--- config.mk ---
export PLATFORM = sky130hd
export DESIGN_NAME = sdp_ram
export DESIGN_NICKNAME = d
export VERILOG_FILES = /design/src/hw/rtl/sdp_ram.sv
export SDC_FILE = /design/constraint.sdc
export NUM_CORES = 1
export LEC_CHECK = 0
export ABC_AREA = 1
export CORE_MARGIN = 2
export CORE_UTILIZATION = 68
export CTS_CLUSTER_SIZE = 10
export DETAILED_ROUTE_END_ITERATION = 6
export DONT_BUFFER_PORTS = 1
export PLACE_DENSITY = 0.95
export SYNTH_ARGS = -nofsm -noshare
export SYNTH_HDL_FRONTEND = slang
export SYNTH_SLANG_ARGS = --single-unit
--- constraint.sdc ---
create_clock -name clk -period 2.2 [get_ports clk]
set_input_delay 0.33 -clock clk [delete_from_list [all_inputs] [get_ports clk]]
set_output_delay 0.33 -clock clk [all_outputs]
set_load 0.05 [all_outputs]
--- src/hw/rtl/sdp_ram.sv ---
// Generic single-write, single-read RAM with registered read data.
// No dependencies.
`timescale 1ns / 1ps

module sdp_ram #(
  parameter int WIDTH = 8,
  parameter int DEPTH = 16
) (
  input  logic                     clk,
  input  logic                     we,
  input  logic [$clog2(DEPTH)-1:0] waddr,
  input  logic [WIDTH-1:0]         wdata,
  input  logic [$clog2(DEPTH)-1:0] raddr,
  output logic [WIDTH-1:0]         rdata
);

  logic [WIDTH-1:0] mem [DEPTH];

  always_ff @(posedge clk) begin
    if (we) begin
      mem[waddr] <= wdata;
    end
    rdata <= mem[raddr];
  end

endmodule

---- Yosys cells after proc, flatten, opt, wreduce, memory -nomap -nowiden ----
Memories as Yosys holds them, arrays and structs flattened. A register that Yosys moved wholly into a read port is not among the register bits.
Index checks and enable logic that the tools add are counted.
storage, ports and cells
  register bits ........................... 0
  memory bits (writable) .................. 128
  input bits .............................. 18
  output and inout bits ................... 8
  logic and storage cells ................. 3
  memories kept ........................... 1
operators by class
  muxes and demuxes ....................... 2
memory list
  name  depth  bits a word  rd ports  clocked after memory_dff  wr ports  RTL line  text
  mem   16     8            1         1                         1         17        logic [WIDTH-1:0] mem [DEPTH];
operators by type and width
  operator          number
  1-bit 2-to-1 mux  2

---- Longest topological paths before layout ----
  depth in word-level cells ............... 2
  gate-level depth with buffers ........... 8
  gate-level depth less buffers ........... 7

---- Least setup slack after synthesis ----
OpenSTA, ideal clock, no wires.
  path kind ............................... input to register
  start point ............................. input waddr[2]
  end point ............................... memory mem[10][0], enable pin
  setup time .............................. 0.370 ns
  arrival ................................. 0.911 ns
  data required time ...................... 1.830 ns
  path slack .............................. 0.919 ns
  stages .................................. 2
  buffers on the path ..................... 0
  cells stage by stage .................... nand3b_1 nor2_1
RTL lines
  item         RTL line  text
  from (decl)  11        input logic [$clog2(DEPTH)-1:0] waddr,
  to (decl)    17
Straight into the memory's write port.

---- Worst setup path after layout ----
  start point ............................. register rdata[2] (read register of mem)
  end point ............................... output rdata[2]
RTL lines
  item         RTL line  text
  from (decl)  14        output logic [WIDTH-1:0] rdata
No word-level cell between the ends.

==> impl_results.md <==
* Status: completed
* Clock root cell: clkbuf_8
* Die X-Extent at 96.1 um
* Final max-slew violation count at 0
* Startpoint types: register
* Total internal power at 4.80 mW
* Vias in the first global route at 3972
* Num CTS Buffers at 17
* Min-delay src: raddr[2]
* Final worst path period need at 1520 ps
* Crit. Startpoint: rdata[2]
* TritonCTS clock tree: built
* R2R Path Start: mem[11][4]
* Crit path required time at 1870 ps
* Synthesis-to-layout area growth at 12.1%
* Reg power frac at 48.7%
* Drt total wl at 13900 um
* Post-synth cell types at 12
* Post_cts resized at 0
* Crit Path Max Fanout at 1
* Yosys warns at 0
* Synthesized cell area at 0.00577 mm2
* Syn Area/Cell at 10.5 um2
* Placed cells at 640
* CORE AREA at 0.00822 mm2
* 1st-pass router iterations at 6
* Switch share at 21.5%
* ANT cells at 0
* Sequential fraction of the synthesis area at 69.4%
* Site Rows at 33
* Clk pwr share at 46.5%
* RSZ-0062 raised after global routing: no
* Clock Path Buffers at 2
* Total power at 6.12 mW
* Largest net degree at the start of global routing at 66
* Starting Density at 70.2%
* Final Util at 78.7%
* Chip height at 96.1 um
* Synth area leader: edfxtp_1
* P_sw at 1.32 mW
* GRT overflow at 0
* Dominant cells by area after synthesis: edfxtp_1 67%, nand2_1 11%, nand3_1 8.4%
* Endpoint class of the critical path: primary output
* Avg WL per Cell at 20.4 um
* Ratio of cells with drive above 1 in the final layout at 6.08%
* Via density at 6.01
* Combinational share of power at 4.8%
* # setup viols final at 0
* DPL Wire Length at 7760 um
* # DRC at 0
* I/O Pins at 26
* Register bit total from synthesis at 136
* Post-Synthesis Cells at 551
* Area fraction of the dominant cell type after synthesis at 66.7%
* Maximum clock rate at 657 MHz
* Share of the clock period used by the worst path at 69.2%
* Gr usage total at 32.4%
* Worst skew pair latency at 520 ps
* Pleak at 2.78 nW
* Non-Filler Instances at 681
* Crit Path Category: reg2out
* Commonest non-fill, non-tap cell in the layout: nand2_1
* Die ar. at 0.00923 mm2
* TNS Setup at 0 ps
* Final Hold Fails at 0
* MaxCap Viol Count at 0
* H-tree Lvls at 4
* Most frequent cells in the layout: 173 x nand2_1, 128 x edfxtp_1, 100 x inv_1
* CTS Sinks at 136
* Clock Pin Slew Worst Setup and Hold Paths at 60 ps
* VDD IR max at 592 uV
* Max_slew headroom at 39.8%
* Initial antenna violation count at 0
* CP Data Arrival Time at 1190 ps
* Final nets at 581
* Number of DRC markers in iteration 0 at 632
* Hold crit path type: in2reg
* Pwr Density at 947 mW/mm2
* Worst Tran Pin Value at 900 ps
* Remaining antenna violation count after routing at 0
* # fillers at 462
* First-pass GRT wire length at 20700 um
* Quantity of I/O buffers inserted on ports at 0
* Worst Clk Skew at 5.08 ps
* DR vias at 4096
* Routability cong. at 0.895
* Syn Nets at 569
[layout make-up]
| cell class | count | area, um2 | share of cell area, % |
|---|---|---|---|
| clock buffers | 21 | 429 | 6.64 |
| flip-flops and latches | 136 | 4000 | 61.9 |
| repair buffers | 17 | 150 | 2.32 |
| well taps | 105 | 131 | 2.03 |
| clock inverters | 11 | 154 | 2.38 |
| inverters | 102 | 383 | 5.92 |
| multi-input cells | 289 | 1210 | 18.8 |
[layer usage]
layer	vias up	wire length, um	part of all wire (%)	track usage [%]
li1	1793	-	-	-
met1	1884	4760	34	40.4
met2	347	6690	48	51.8
met3	72	1820	13	9.87
met4	0	625	4.5	16.0
met5	-	0	0	0
[through the flow]
| step | worst slack (ps) | area, um2 | hold slack (ps) |
|---|---|---|---|
| after CTS | 683 | 6460 | 15.5 |
| after detailed placement | 519 | 5790 | 430 |
| final | 679 | 6460 | 20.9 |
| after floorplan | 919 | 5770 | 429 |
| after global routing | 663 | 6460 | 22.1 |
| after global placement | 580 | 5790 | 430 |
[registers in the layout, indices dropped and copies added, names as in the netlist]
| signal | flops |
|---|---|
| mem | 128 |
| rdata | 8 |
[cell families after synthesis]
group / Yosys count / share of synthesized area (%)
AND/OR/NAND/NOR: 289 / 21.0
buffers and inverters: 126 / 9.52
flip-flops: 136 / 69.4
[synth_stat cells]
| cell | number |
|---|---|
| nor2_1 | 17 |
| buf_6 | 6 |
| inv_1 | 100 |
| buf_4 | 4 |
| buf_1 | 1 |
| inv_2 | 2 |
| nand3b_1 | 2 |
| nand3_1 | 97 |
| dfxtp_1 | 8 |
| nand2_1 | 173 |
| edfxtp_1 | 128 |
| buf_2 | 13 |
[power groups by stage]
stage	clock network (mW)	registers, mW	logic (mW)
global placement	0	3.03	0.210
floorplan	0	3.02	0.204
CTS	2.83	2.98	0.286
detailed placement	0	3.03	0.220
global route	2.93	2.99	0.315
finish	2.85	2.98	0.293
[worst register-to-register path, cell delays in order (launching register included)]
cell and delay (ps):
edfxtp_1 370, inv_1 70, nand2_1 90, nand3_1 120, nand3_1 110, nand3_1 130
nand2_1 90
[path summary, 6_finish.rpt]
check	slack (ps)	to	cells past startpoint
max	680	rdata[2]	0
min	20	rdata[1]	3
max reg2reg	1110	rdata[4]	6
min reg2reg	680	rdata[1]	6
[timing repair]
item                                   4_1_cts  5_1_grt
hold buffers                                 9        0
buffers inserted                             0        0
endpoints found under the hold margin      136        0
(Power assumes the default switching activity.)
