===== src/hw/rtl/sdp_pkg.sv =====
// Shared types and constants for the softened dipole potential block.
// No dependencies; sdp_pair and softened_dipole_potential import this package.
`timescale 1ns / 1ps

package sdp_pkg;

  localparam int MAX_PARTICLES_DEF = 64;
  localparam int FRAC_BITS_DEF     = 16;

  localparam int COORD_W = 24;
  localparam int EPS_W   = 24;
  localparam int EPS2_W  = 2 * EPS_W;
  localparam logic [EPS_W-1:0] EPS_RESET = 24'd65536;

  localparam int DIFF_W = COORD_W + 1;
  localparam int PROD_W = 2 * DIFF_W;
  localparam int R2_W   = 50;
  localparam int DOT_W  = 50;
  localparam int ROOT_W = 25;

  // pair term magnitude; the cap itself is a legal value
  localparam int Q_W      = 57;
  localparam int Q1_SHIFT = 24;
  localparam logic [Q_W-1:0] TERM_CAP = {1'b1, {(Q_W-1){1'b0}}};

  localparam int ACC_W = Q_W + 6;
  localparam int MAG_W = ACC_W - 1;
  localparam int HI_W  = MAG_W - 32;

  // 1/(4 pi) in Q.32
  localparam int INV_W = 29;
  localparam logic [INV_W-1:0] INV_4PI_Q32 = 29'd341782638;

  localparam int POT_W     = 40;
  localparam int IDX_OUT_W = 6;
  localparam int SCALE_W   = 60;
  localparam logic [SCALE_W-1:0] POT_NEG_LIM = SCALE_W'(1) << (POT_W - 1);
  localparam logic [SCALE_W-1:0] POT_POS_LIM = POT_NEG_LIM - SCALE_W'(1);

  typedef struct packed {
    logic signed [COORD_W-1:0] z;
    logic signed [COORD_W-1:0] y;
    logic signed [COORD_W-1:0] x;
  } vec_t;

  // position in the low bits, matching the input beat layout
  typedef struct packed {
    vec_t vort;
    vec_t pos;
  } entry_t;

  localparam int ENTRY_W = $bits(entry_t);

  typedef struct packed {
    logic [Q_W-1:0] mag;
    logic           neg;
    logic           clip;
  } term_t;

endpackage


===== src/hw/rtl/sdp_pair.sv =====
// Pair unit: one softened dipole term from two particles, worked out with a
// shared multiplier, a bit-serial square root and a bit-serial divider.
// Depends on sdp_pkg.
`timescale 1ns / 1ps

module sdp_pair import sdp_pkg::*; #(
  parameter int FRAC_BITS = FRAC_BITS_DEF
) (
  input  logic              clk,
  input  logic              rst,
  input  logic              start,
  input  vec_t              pos_i,
  input  vec_t              pos_j,
  input  vec_t              vort_j,
  input  logic [EPS2_W-1:0] eps_sq,
  output logic              done,
  output term_t             term
);

  localparam int DCNT_W = $clog2(Q_W + Q1_SHIFT);

  typedef enum logic [2:0] {
    P_IDLE, P_MUL, P_ROOT0, P_ROOT, P_DIVI, P_DIV, P_DONE
  } pstate_t;

  pstate_t state;

  logic signed [DIFF_W-1:0] dx, dy, dz;
  vec_t                     vj;
  logic [2:0]               step;
  logic signed [PROD_W-1:0] prod;
  logic [R2_W-1:0]          r2;
  logic signed [DOT_W-1:0]  dot;
  logic [DOT_W-1:0]         ad;
  logic                     neg;
  logic [R2_W-1:0]          x_rem, root, rbit;
  logic [Q_W-1:0]           dnum, dq;
  logic [R2_W-1:0]          dden, drem;
  logic [DCNT_W-1:0]        dcnt;
  logic                     phase, clip;

  logic signed [DIFF_W-1:0] ma, mb;
  logic [R2_W:0]            rsum, rsh, rdiff;
  logic                     root_ge, div_ge, over;
  logic [R2_W-1:0]          rnew;
  logic [Q_W:0]             qn;

  always_comb begin
    case (step)
      3'd0:    begin ma = dx; mb = dx; end
      3'd1:    begin ma = dy; mb = dy; end
      3'd2:    begin ma = dz; mb = dz; end
      3'd3:    begin ma = dx; mb = $signed({vj.x[COORD_W-1], vj.x}); end
      3'd4:    begin ma = dy; mb = $signed({vj.y[COORD_W-1], vj.y}); end
      3'd5:    begin ma = dz; mb = $signed({vj.z[COORD_W-1], vj.z}); end
      default: begin ma = '0; mb = '0; end
    endcase
  end

  assign rsum    = {1'b0, root} + {1'b0, rbit};
  assign root_ge = {1'b0, x_rem} >= rsum;

  assign rsh    = {drem, dnum[Q_W-1]};
  assign div_ge = rsh >= {1'b0, dden};
  assign rdiff  = rsh - {1'b0, dden};
  assign rnew   = div_ge ? rdiff[R2_W-1:0] : rsh[R2_W-1:0];
  assign qn     = {dq, div_ge};
  assign over   = qn > {1'b0, TERM_CAP};

  assign done      = (state == P_DONE);
  assign term.mag  = dq;
  assign term.neg  = neg;
  assign term.clip = clip;

  always_ff @(posedge clk) begin
    if (rst) begin
      state <= P_IDLE;
    end else begin
      case (state)
        P_IDLE: begin
          if (start) begin
            dx <= $signed({pos_i.x[COORD_W-1], pos_i.x}) -
                  $signed({pos_j.x[COORD_W-1], pos_j.x});
            dy <= $signed({pos_i.y[COORD_W-1], pos_i.y}) -
                  $signed({pos_j.y[COORD_W-1], pos_j.y});
            dz <= $signed({pos_i.z[COORD_W-1], pos_i.z}) -
                  $signed({pos_j.z[COORD_W-1], pos_j.z});
            vj    <= vort_j;
            step  <= '0;
            r2    <= R2_W'(eps_sq);
            dot   <= '0;
            clip  <= 1'b0;
            phase <= 1'b0;
            state <= P_MUL;
          end
        end
        P_MUL: begin
          // multiply one product per cycle, add the previous one
          if (step != 3'd6) begin
            prod <= ma * mb;
          end
          if (step != 3'd0) begin
            if (step <= 3'd3) begin
              r2 <= r2 + $unsigned(prod);
            end else begin
              dot <= dot + prod;
            end
          end
          if (step == 3'd6) begin
            state <= P_ROOT0;
          end else begin
            step <= step + 3'd1;
          end
        end
        P_ROOT0: begin
          // a coincident pair has a zero dot product, so neg is clear there
          neg <= dot[DOT_W-1];
          ad  <= dot[DOT_W-1] ? $unsigned(-dot) : $unsigned(dot);
          if (r2 == '0) begin
            // coincident pair with no softening adds nothing
            dq    <= '0;
            state <= P_DONE;
          end else begin
            x_rem <= r2;
            root  <= '0;
            rbit  <= R2_W'(1) << (2 * (ROOT_W - 1));
            state <= P_ROOT;
          end
        end
        P_ROOT: begin
          if (root_ge) begin
            x_rem <= x_rem - rsum[R2_W-1:0];
            root  <= (root >> 1) + rbit;
          end else begin
            root <= root >> 1;
          end
          rbit <= rbit >> 2;
          if (rbit[0]) begin
            state <= P_DIVI;
          end
        end
        P_DIVI: begin
          drem <= '0;
          dq   <= '0;
          if (!phase) begin
            dnum <= Q_W'(ad);
            dden <= R2_W'(root[ROOT_W-1:0]);
            dcnt <= DCNT_W'(Q_W + Q1_SHIFT - 1);
          end else begin
            dnum <= dq;
            dden <= r2;
            dcnt <= DCNT_W'(Q_W + FRAC_BITS - 1);
          end
          state <= P_DIV;
        end
        P_DIV: begin
          dnum <= dnum << 1;
          drem <= rnew;
          if (over || dcnt == '0) begin
            if (over) begin
              dq   <= TERM_CAP;
              clip <= 1'b1;
            end else begin
              dq <= qn[Q_W-1:0];
            end
            phase <= 1'b1;
            state <= phase ? P_DONE : P_DIVI;
          end else begin
            dq   <= qn[Q_W-1:0];
            dcnt <= dcnt - DCNT_W'(1);
          end
        end
        P_DONE: begin
          state <= P_IDLE;
        end
        default: begin
          state <= P_IDLE;
        end
      endcase
    end
  end

endmodule


===== config.mk =====
export PLATFORM = sky130hd
export DESIGN_NAME = sdp_pair
export DESIGN_NICKNAME = d
export VERILOG_FILES = /design/src/hw/rtl/sdp_pkg.sv /design/src/hw/rtl/sdp_pair.sv
export SDC_FILE = /design/constraint.sdc
export NUM_CORES = 2
export LEC_CHECK = 0
export BUFFER_PORTS_ARGS = -buffer_cell sky130_fd_sc_hd__buf_4
export CORE_AREA = 2 2 373 375
export DETAILED_ROUTE_END_ITERATION = 7
export DIE_AREA = 0 0 375 377
export PLACE_DENSITY = 0.67
export SKIP_LAST_GASP = 1
export SYNTH_ARGS = -nofsm -noshare
export SYNTH_HDL_FRONTEND = slang
export SYNTH_SLANG_ARGS = --single-unit

===== constraint.sdc =====
create_clock -name clk -period 12.6 [get_ports clk]
set_clock_uncertainty 0.15 [all_clocks]
set_input_delay 0.63 -clock clk [delete_from_list [all_inputs] [get_ports clk]]
set_output_delay 0.63 -clock clk [all_outputs]
set_load 0.02 [all_outputs]

### Word level (Yosys, flattened, before mapping)

Cells that the tools add are included.

* register bits after elaboration: 727
* bits in latches: 0
* RAM bits: 0
* ROM bits: 0
* input port bits: 267
* output and inout bits: 60
* logic and storage cells: 145
* memories: 0

* $add $sub $neg: 12
* multipliers: 1
* divide/modulo/power cells: 0
* $lt $le $gt $ge: 4
* equality and inequality tests: 26
* shift-type cells: 0
* mux-type cells: 47
* bitwise gates (word level): 1
* reduce and logical (&&, ||, !) cells: 29

Operator list (count)
* $mux W50: 12
* $pmux W50 S2: 6
* $mux W57: 4
* $pmux W57 S3: 1
* $pmux W25 S6: 1
* $pmux W57 S2: 1
* $add A50 B50 Y50: 2
* $sub A50 B50 Y50: 2
* $pmux W25 S3: 1
* $sub A24 B24 Y25: 3
* $gt A58 B57 Y1 const B: 1
* $add A50 B50 Y51: 1
* $ge A50 B51 Y1: 1
* $ge A51 B50 Y1: 1
* $add A49 B50 Y50: 1
* $logic_not A50 Y1: 1
* $mul A25 B25 Y50: 1
* $neg A50 Y50: 1
* $mux W49: 1
* $ne A2 B2 Y1 const B: 13
* $mux W25: 1
* $mux W3: 7
* $eq A3 B3 Y1 const B: 6
* $pmux W3 S6: 1
* 24 further kinds: 50

### Longest topological paths before layout

* depth in word-level cells: 5
* depth in mapped cells: 36

### Least setup slack after synthesis

Ideal clock, no wire load.

* kind: register -> register
* start: reg step[2]
* end: reg prod[47] (data pin)
* arrival time: 8587 ps
* slack: 3589 ps
* cell stages (with the launch flop): 32
* buffers on the path: 5
* clock period less this slack: 9011 ps
* path through: edfxtp_1 clkbuf_1 buf_1 clkbuf_1 clkbuf_1 a21oi_1 a221oi_1 clkbuf_1 nor2_1 fa_1 fa_1 inv_1 fa_1 fa_1 inv_1 fa_1 fa_1 inv_1 fa_1 inv_1 ha_1 a21oi_1 nor2b_1 o211a_1 o41ai_1 nor3b_1 a21oi_1 a21boi_0 o21ai_0 a2111oi_0 o41ai_1 xor2_1

* longest elaborated chain between the ends: 4
* elaborated cells on any way between the ends: 12

RTL lines
* start: declaration: RTL line sdp_pair.sv:30 `logic [2:0] step;`
* start signal: assignment: RTL line sdp_pair.sv:112 `step <= step + 3'd1;`
* $eq A3 B3 Y1 (tied with other cells): RTL line sdp_pair.sv:49 `case (step)`
* $reduce_or A2 Y1 (no line)
* $pmux W25 S3: RTL line sdp_pair.sv:49
* $mul A25 B25 Y50 *: RTL line sdp_pair.sv:100 `prod <= ma * mb;`
* end signal: assignment: RTL line sdp_pair.sv:100
* end: declaration: RTL line sdp_pair.sv:31 `logic signed [PROD_W-1:0] prod;`

Every way passes the cells marked *; elsewhere a longest branch is shown, timed or not.
A chain may end at the register's enable or synchronous reset.

### Worst setup path in the final report

* start: reg step[0]
* end: reg prod[47] (data pin)

The elaborated chain is that of the path after synthesis.

==> load_flow_metrics.sql <==
INSERT INTO impl_metrics (metric_group, metric, value, unit) VALUES
('setup_path', 'cp-end-kind', 'flip-flop', ''),
('synth', 'synth-edff-count', '699', ''),
('sta', 'rsz_0062_raised_after_global_routing', 'false', ''),
('sta', 'hold_violations', '0', ''),
('floorplan', 'coreArea', '137000', 'um2'),
('setup_path', 'critPathMostFrequentCell', 'sky130_fd_sc_hd__fa_1', ''),
('sta', 'final_period_minus_worst_setup_slack', '10.85', 'ns'),
('final_layout', 'syn2layout_area_growth', '11.4', '%'),
('clock_network', 'clockRootBuffer', 'sky130_fd_sc_hd__clkbuf_16', ''),
('clock_network', 'cts_resized', '0', ''),
('clock_network', 'cts.htree.levels', '3', ''),
('final_layout', 'final_util', '0.554', ''),
('drt', 'route.antenna.remaining_nets', '0', ''),
('drt', 'wire_per_inst', '22.6', 'um'),
('clock_network', 'clkSlewWorstSetupHoldPaths', '0.08', 'ns'),
('grt', 'grt_use_total', '0.293', ''),
('sta', 'drv_slew', '0', ''),
('setup_path', 'crit_fanout', '22', ''),
('synth', 'synth_nets', '8458', ''),
('sta', 'setup-violations-final', '0', ''),
('drt', 'detailroute.via_count', '53513', ''),
('floorplan', 'overall_die_width', '375', 'um'),
('synth', 'synth_area', '68100', 'um2'),
('sta', 'min_period_over_period', '0.861', ''),
('grt', 'grt_first_pass_wirelength', '318', 'mm'),
('placed_design', 'dpl_worst_slack', '1.90', 'ns'),
('synth', 'postSynth.asyncResetShare', '0', ''),
('synth', 'synthDistinctLibCells', '88', ''),
('floorplan', 'placementRows', '136', ''),
('setup_path', 'cp.required', '12.85', 'ns'),
('synth', 'synth_flop_cell', 'sky130_fd_sc_hd__edfxtp_1', ''),
('drt', 'wirelength', '207', 'mm'),
('final_layout', 'multiInputGateArea', '42800', 'um2'),
('final_layout', 'post-route-cell-area', '75900', 'um2'),
('setup_path', 'r2r_start', 'step[0]', ''),
('floorplan', 'die_height', '377', 'um'),
('min_path', 'worst_hold_startpoint', 'eps_sq[11]', ''),
('clock_network', 'cts_tree', 'yes', ''),
('clock_network', 'clock_insertion_delay_worst_skew', '0.72', 'ns'),
('final_layout', 'num-nets-final', '8722', ''),
('clock_network', 'post-cts-setup-buffer-count', '0', ''),
('synth', 'synth_seq_area_share', '0.309', ''),
('placed_design', 'dp.final_hpwl', '163', 'mm'),
('drt', 'drt_pass1_iterations', '6', ''),
('sta', 'final_critical_path_setup_slack', '1.75', 'ns'),
('setup_path', 'worstPathArrival', '11.10', 'ns'),
('grt', 'gr-total-overflow', '0', ''),
('synth', 'synthesis.area_per_instance', '9.65', 'um2'),
('clock_network', 'clock_sink_count', '702', ''),
('floorplan', 'floorplan.die_area', '141000', 'um2'),
('drt', 'drc', '0', ''),
('floorplan', 'starting_density', '0.497', ''),
('synth', 'synth_warnings', '0', ''),
('setup_path', 'worstSetupStartpointType', 'flip-flop', ''),
('grt', 'number_of_antenna_violations_at_the_first_check_in_global_routing', '3', ''),
('run', 'maxCapViolations', '0', ''),
('setup_path', 'cp-startpoint', 'step[0]', ''),
('final_layout', 'post_route_cells_drive_above_1_share', '0.0885', ''),
('status', 'status', 'finished, final reports clean', ''),
('sta', 'fmax', '0.0921', 'GHz'),
('floorplan', 'boundary_pins', '327', ''),
('setup_path', 'slowest_stage', 'sky130_fd_sc_hd__nand2_1', ''),
('sta', 'setup-tns-final', '0', 'ns'),
('setup_path', 'max_incr_delay_on_cp', '0.82', 'ns'),
('clock_network', 'clockBufferDepth', '3', ''),
('setup_path', 'worst-setup-path-type', 'reg2reg', ''),
('final_layout', 'layout.filler_cells', '12003', ''),
('sta', 'worst_slew_margin_rel', '0.137', ''),
('placed_design', 'placement.io_buffers', '326', ''),
('clock_network', 'hold_buffers_post_cts', '72', ''),
('synth', 'post_synth_inst_count', '7055', ''),
('placed_design', 'dpl_cell_area', '72300', 'um2'),
('synth', 'yosys_register_bits', '702', ''),
('clock_network', 'cts-buffers-inserted', '82', ''),
('sta', 'worst-slew-pin-transition', '1.29', 'ns'),
('grt', 'number_of_global_route_vias_before_repair', '53816', ''),
('drt', 'detail_route.vias_per_cell', '5.83', ''),
('drt', 'dr.first_iter.drc_count', '4960', ''),
('final_layout', 'area.sequential', '21100', 'um2'),
('min_path', 'holdCritPathClass', 'in2reg', ''),
('grt', 'maximum_number_of_pins_on_one_net_before_global_route_repair', '102', ''),
('placed_design', 'place.gp.congestion', '0.980', '');
[stage by stage]
stage | hold slack (ns) | cells
after global routing | 0.0780 | 9173
after global placement | 0.350 | 8957
after CTS | 0.0496 | 9173
after detailed placement | 0.361 | 8957
after floorplan | 0.274 | 7055
final | 0.0926 | 9174
[cell usage after synthesis, types with 28 or more instances]
| library cell | count | area share |
|---|---|---|
| sky130_fd_sc_hd__o21a_1 | 56 | 0.0062 |
| sky130_fd_sc_hd__or3_1 | 28 | 0.0026 |
| sky130_fd_sc_hd__nor4_1 | 36 | 0.0033 |
| sky130_fd_sc_hd__nor2_1 | 620 | 0.034 |
| sky130_fd_sc_hd__nand2_1 | 846 | 0.047 |
| sky130_fd_sc_hd__nand3_1 | 75 | 0.0055 |
| sky130_fd_sc_hd__o21ai_0 | 373 | 0.027 |
| sky130_fd_sc_hd__a21o_1 | 168 | 0.019 |
| sky130_fd_sc_hd__nor2b_1 | 57 | 0.0052 |
| sky130_fd_sc_hd__mux2i_1 | 63 | 0.0093 |
| sky130_fd_sc_hd__a31oi_1 | 73 | 0.0067 |
| sky130_fd_sc_hd__nor3_1 | 79 | 0.0058 |
| sky130_fd_sc_hd__xor2_1 | 176 | 0.023 |
| sky130_fd_sc_hd__mux2_2 | 55 | 0.0091 |
| sky130_fd_sc_hd__ha_1 | 471 | 0.087 |
| sky130_fd_sc_hd__clkbuf_1 | 253 | 0.014 |
| sky130_fd_sc_hd__a21oi_1 | 321 | 0.024 |
| sky130_fd_sc_hd__nand2b_1 | 57 | 0.0052 |
| sky130_fd_sc_hd__and3_1 | 126 | 0.012 |
| sky130_fd_sc_hd__inv_1 | 875 | 0.048 |
| sky130_fd_sc_hd__and2_1 | 79 | 0.0073 |
| sky130_fd_sc_hd__nand4_1 | 50 | 0.0046 |
| sky130_fd_sc_hd__fa_1 | 665 | 0.20 |
| sky130_fd_sc_hd__a22oi_1 | 40 | 0.0044 |
| sky130_fd_sc_hd__o21bai_1 | 44 | 0.0049 |
| sky130_fd_sc_hd__xnor2_1 | 245 | 0.032 |
| sky130_fd_sc_hd__o31ai_1 | 31 | 0.0034 |
| sky130_fd_sc_hd__edfxtp_1 | 699 | 0.31 |
| sky130_fd_sc_hd__a211oi_1 | 61 | 0.0067 |
[flip-flops by register name (all words and copies together), names as in the netlist, 7 cells and up]
register and flops:
dq 57, drem 50, r2 50, dot 50
vj 72, dnum 57, root 50, prod 50
rbit 25, dden 50, dcnt 7, dy 25
dz 25, x_rem 50, ad 50, dx 25
[per-layer routing]
metal  global-route usage  vias up  wire length [um]
met5                    0        -                 0
met3               0.0423      422             15400
li1                     -    24567                 -
met2                0.477     2185             95500
met4                0.136        0             10500
met1                0.388    26339             86000
[final timing paths]
check / to / slack (ns) / cells after the start
worst min-delay path: r2[11] / 0.09 / 3
worst min register to register: dnum[16] / 0.37 / 2
worst max register to register: prod[47] / 1.75 / 31
worst max-delay path: prod[47] / 1.75 / 31
[cell usage in the layout, fill, tap and decap left out, types with 72 or more instances in the layout]
cell type,count
sky130_fd_sc_hd__a21o_1,168
sky130_fd_sc_hd__a21oi_1,317
sky130_fd_sc_hd__a31oi_1,73
sky130_fd_sc_hd__and2_1,79
sky130_fd_sc_hd__and3_1,126
sky130_fd_sc_hd__buf_4,387
sky130_fd_sc_hd__clkbuf_16,83
sky130_fd_sc_hd__dlygate4sd3_1,72
sky130_fd_sc_hd__edfxtp_1,699
sky130_fd_sc_hd__fa_1,665
sky130_fd_sc_hd__ha_1,470
sky130_fd_sc_hd__inv_1,872
sky130_fd_sc_hd__nand2_1,844
sky130_fd_sc_hd__nand3_1,75
sky130_fd_sc_hd__nor2_1,617
sky130_fd_sc_hd__nor3_1,78
sky130_fd_sc_hd__o21ai_0,373
sky130_fd_sc_hd__xnor2_1,245
sky130_fd_sc_hd__xor2_1,176
[worst max-delay path, delay by kind of cell (launching register included)]
family,cells,cell delay [ns]
simple gates,5,2.11
compound gates,9,2.96
buf+inv,7,0.69
flops,1,0.43
xor+xnor,1,0.17
fa+ha+maj,9,4.03
[logic make-up (layout without fill, tap and decap cells)]
group / count (synthesis) / after routing / synth area share
buffers and inverters: 1155 / 1479 / 0.0640
adder cells (fa/ha/maj): 1136 / 1136 / 0.282
AO/OA/AOI/OAI: 1395 / 1395 / 0.131
multiplexers: 118 / 118 / 0.0184
AND/OR/NAND/NOR: 2128 / 2128 / 0.141
other: 0 / 1 / 0
flip-flops: 702 / 702 / 0.309
XOR/XNOR: 421 / 421 / 0.0541
[area by class of cell]
class / instances / area share
Sequential cell: 702 / 0.277
Inverter: 876 / 0.0435
Clock buffer: 92 / 0.0278
Tap cell: 1794 / 0.0296
Timing Repair Buffer: 459 / 0.0478
Multi-Input combinational cell: 5198 / 0.565
Clock inverter: 52 / 0.00930
Antenna cell: 1 / 0.0000330
Power is left out: the tool's default activity adds up to more than one toggle a clock period on the data nets, which glitch-free logic cannot reach.
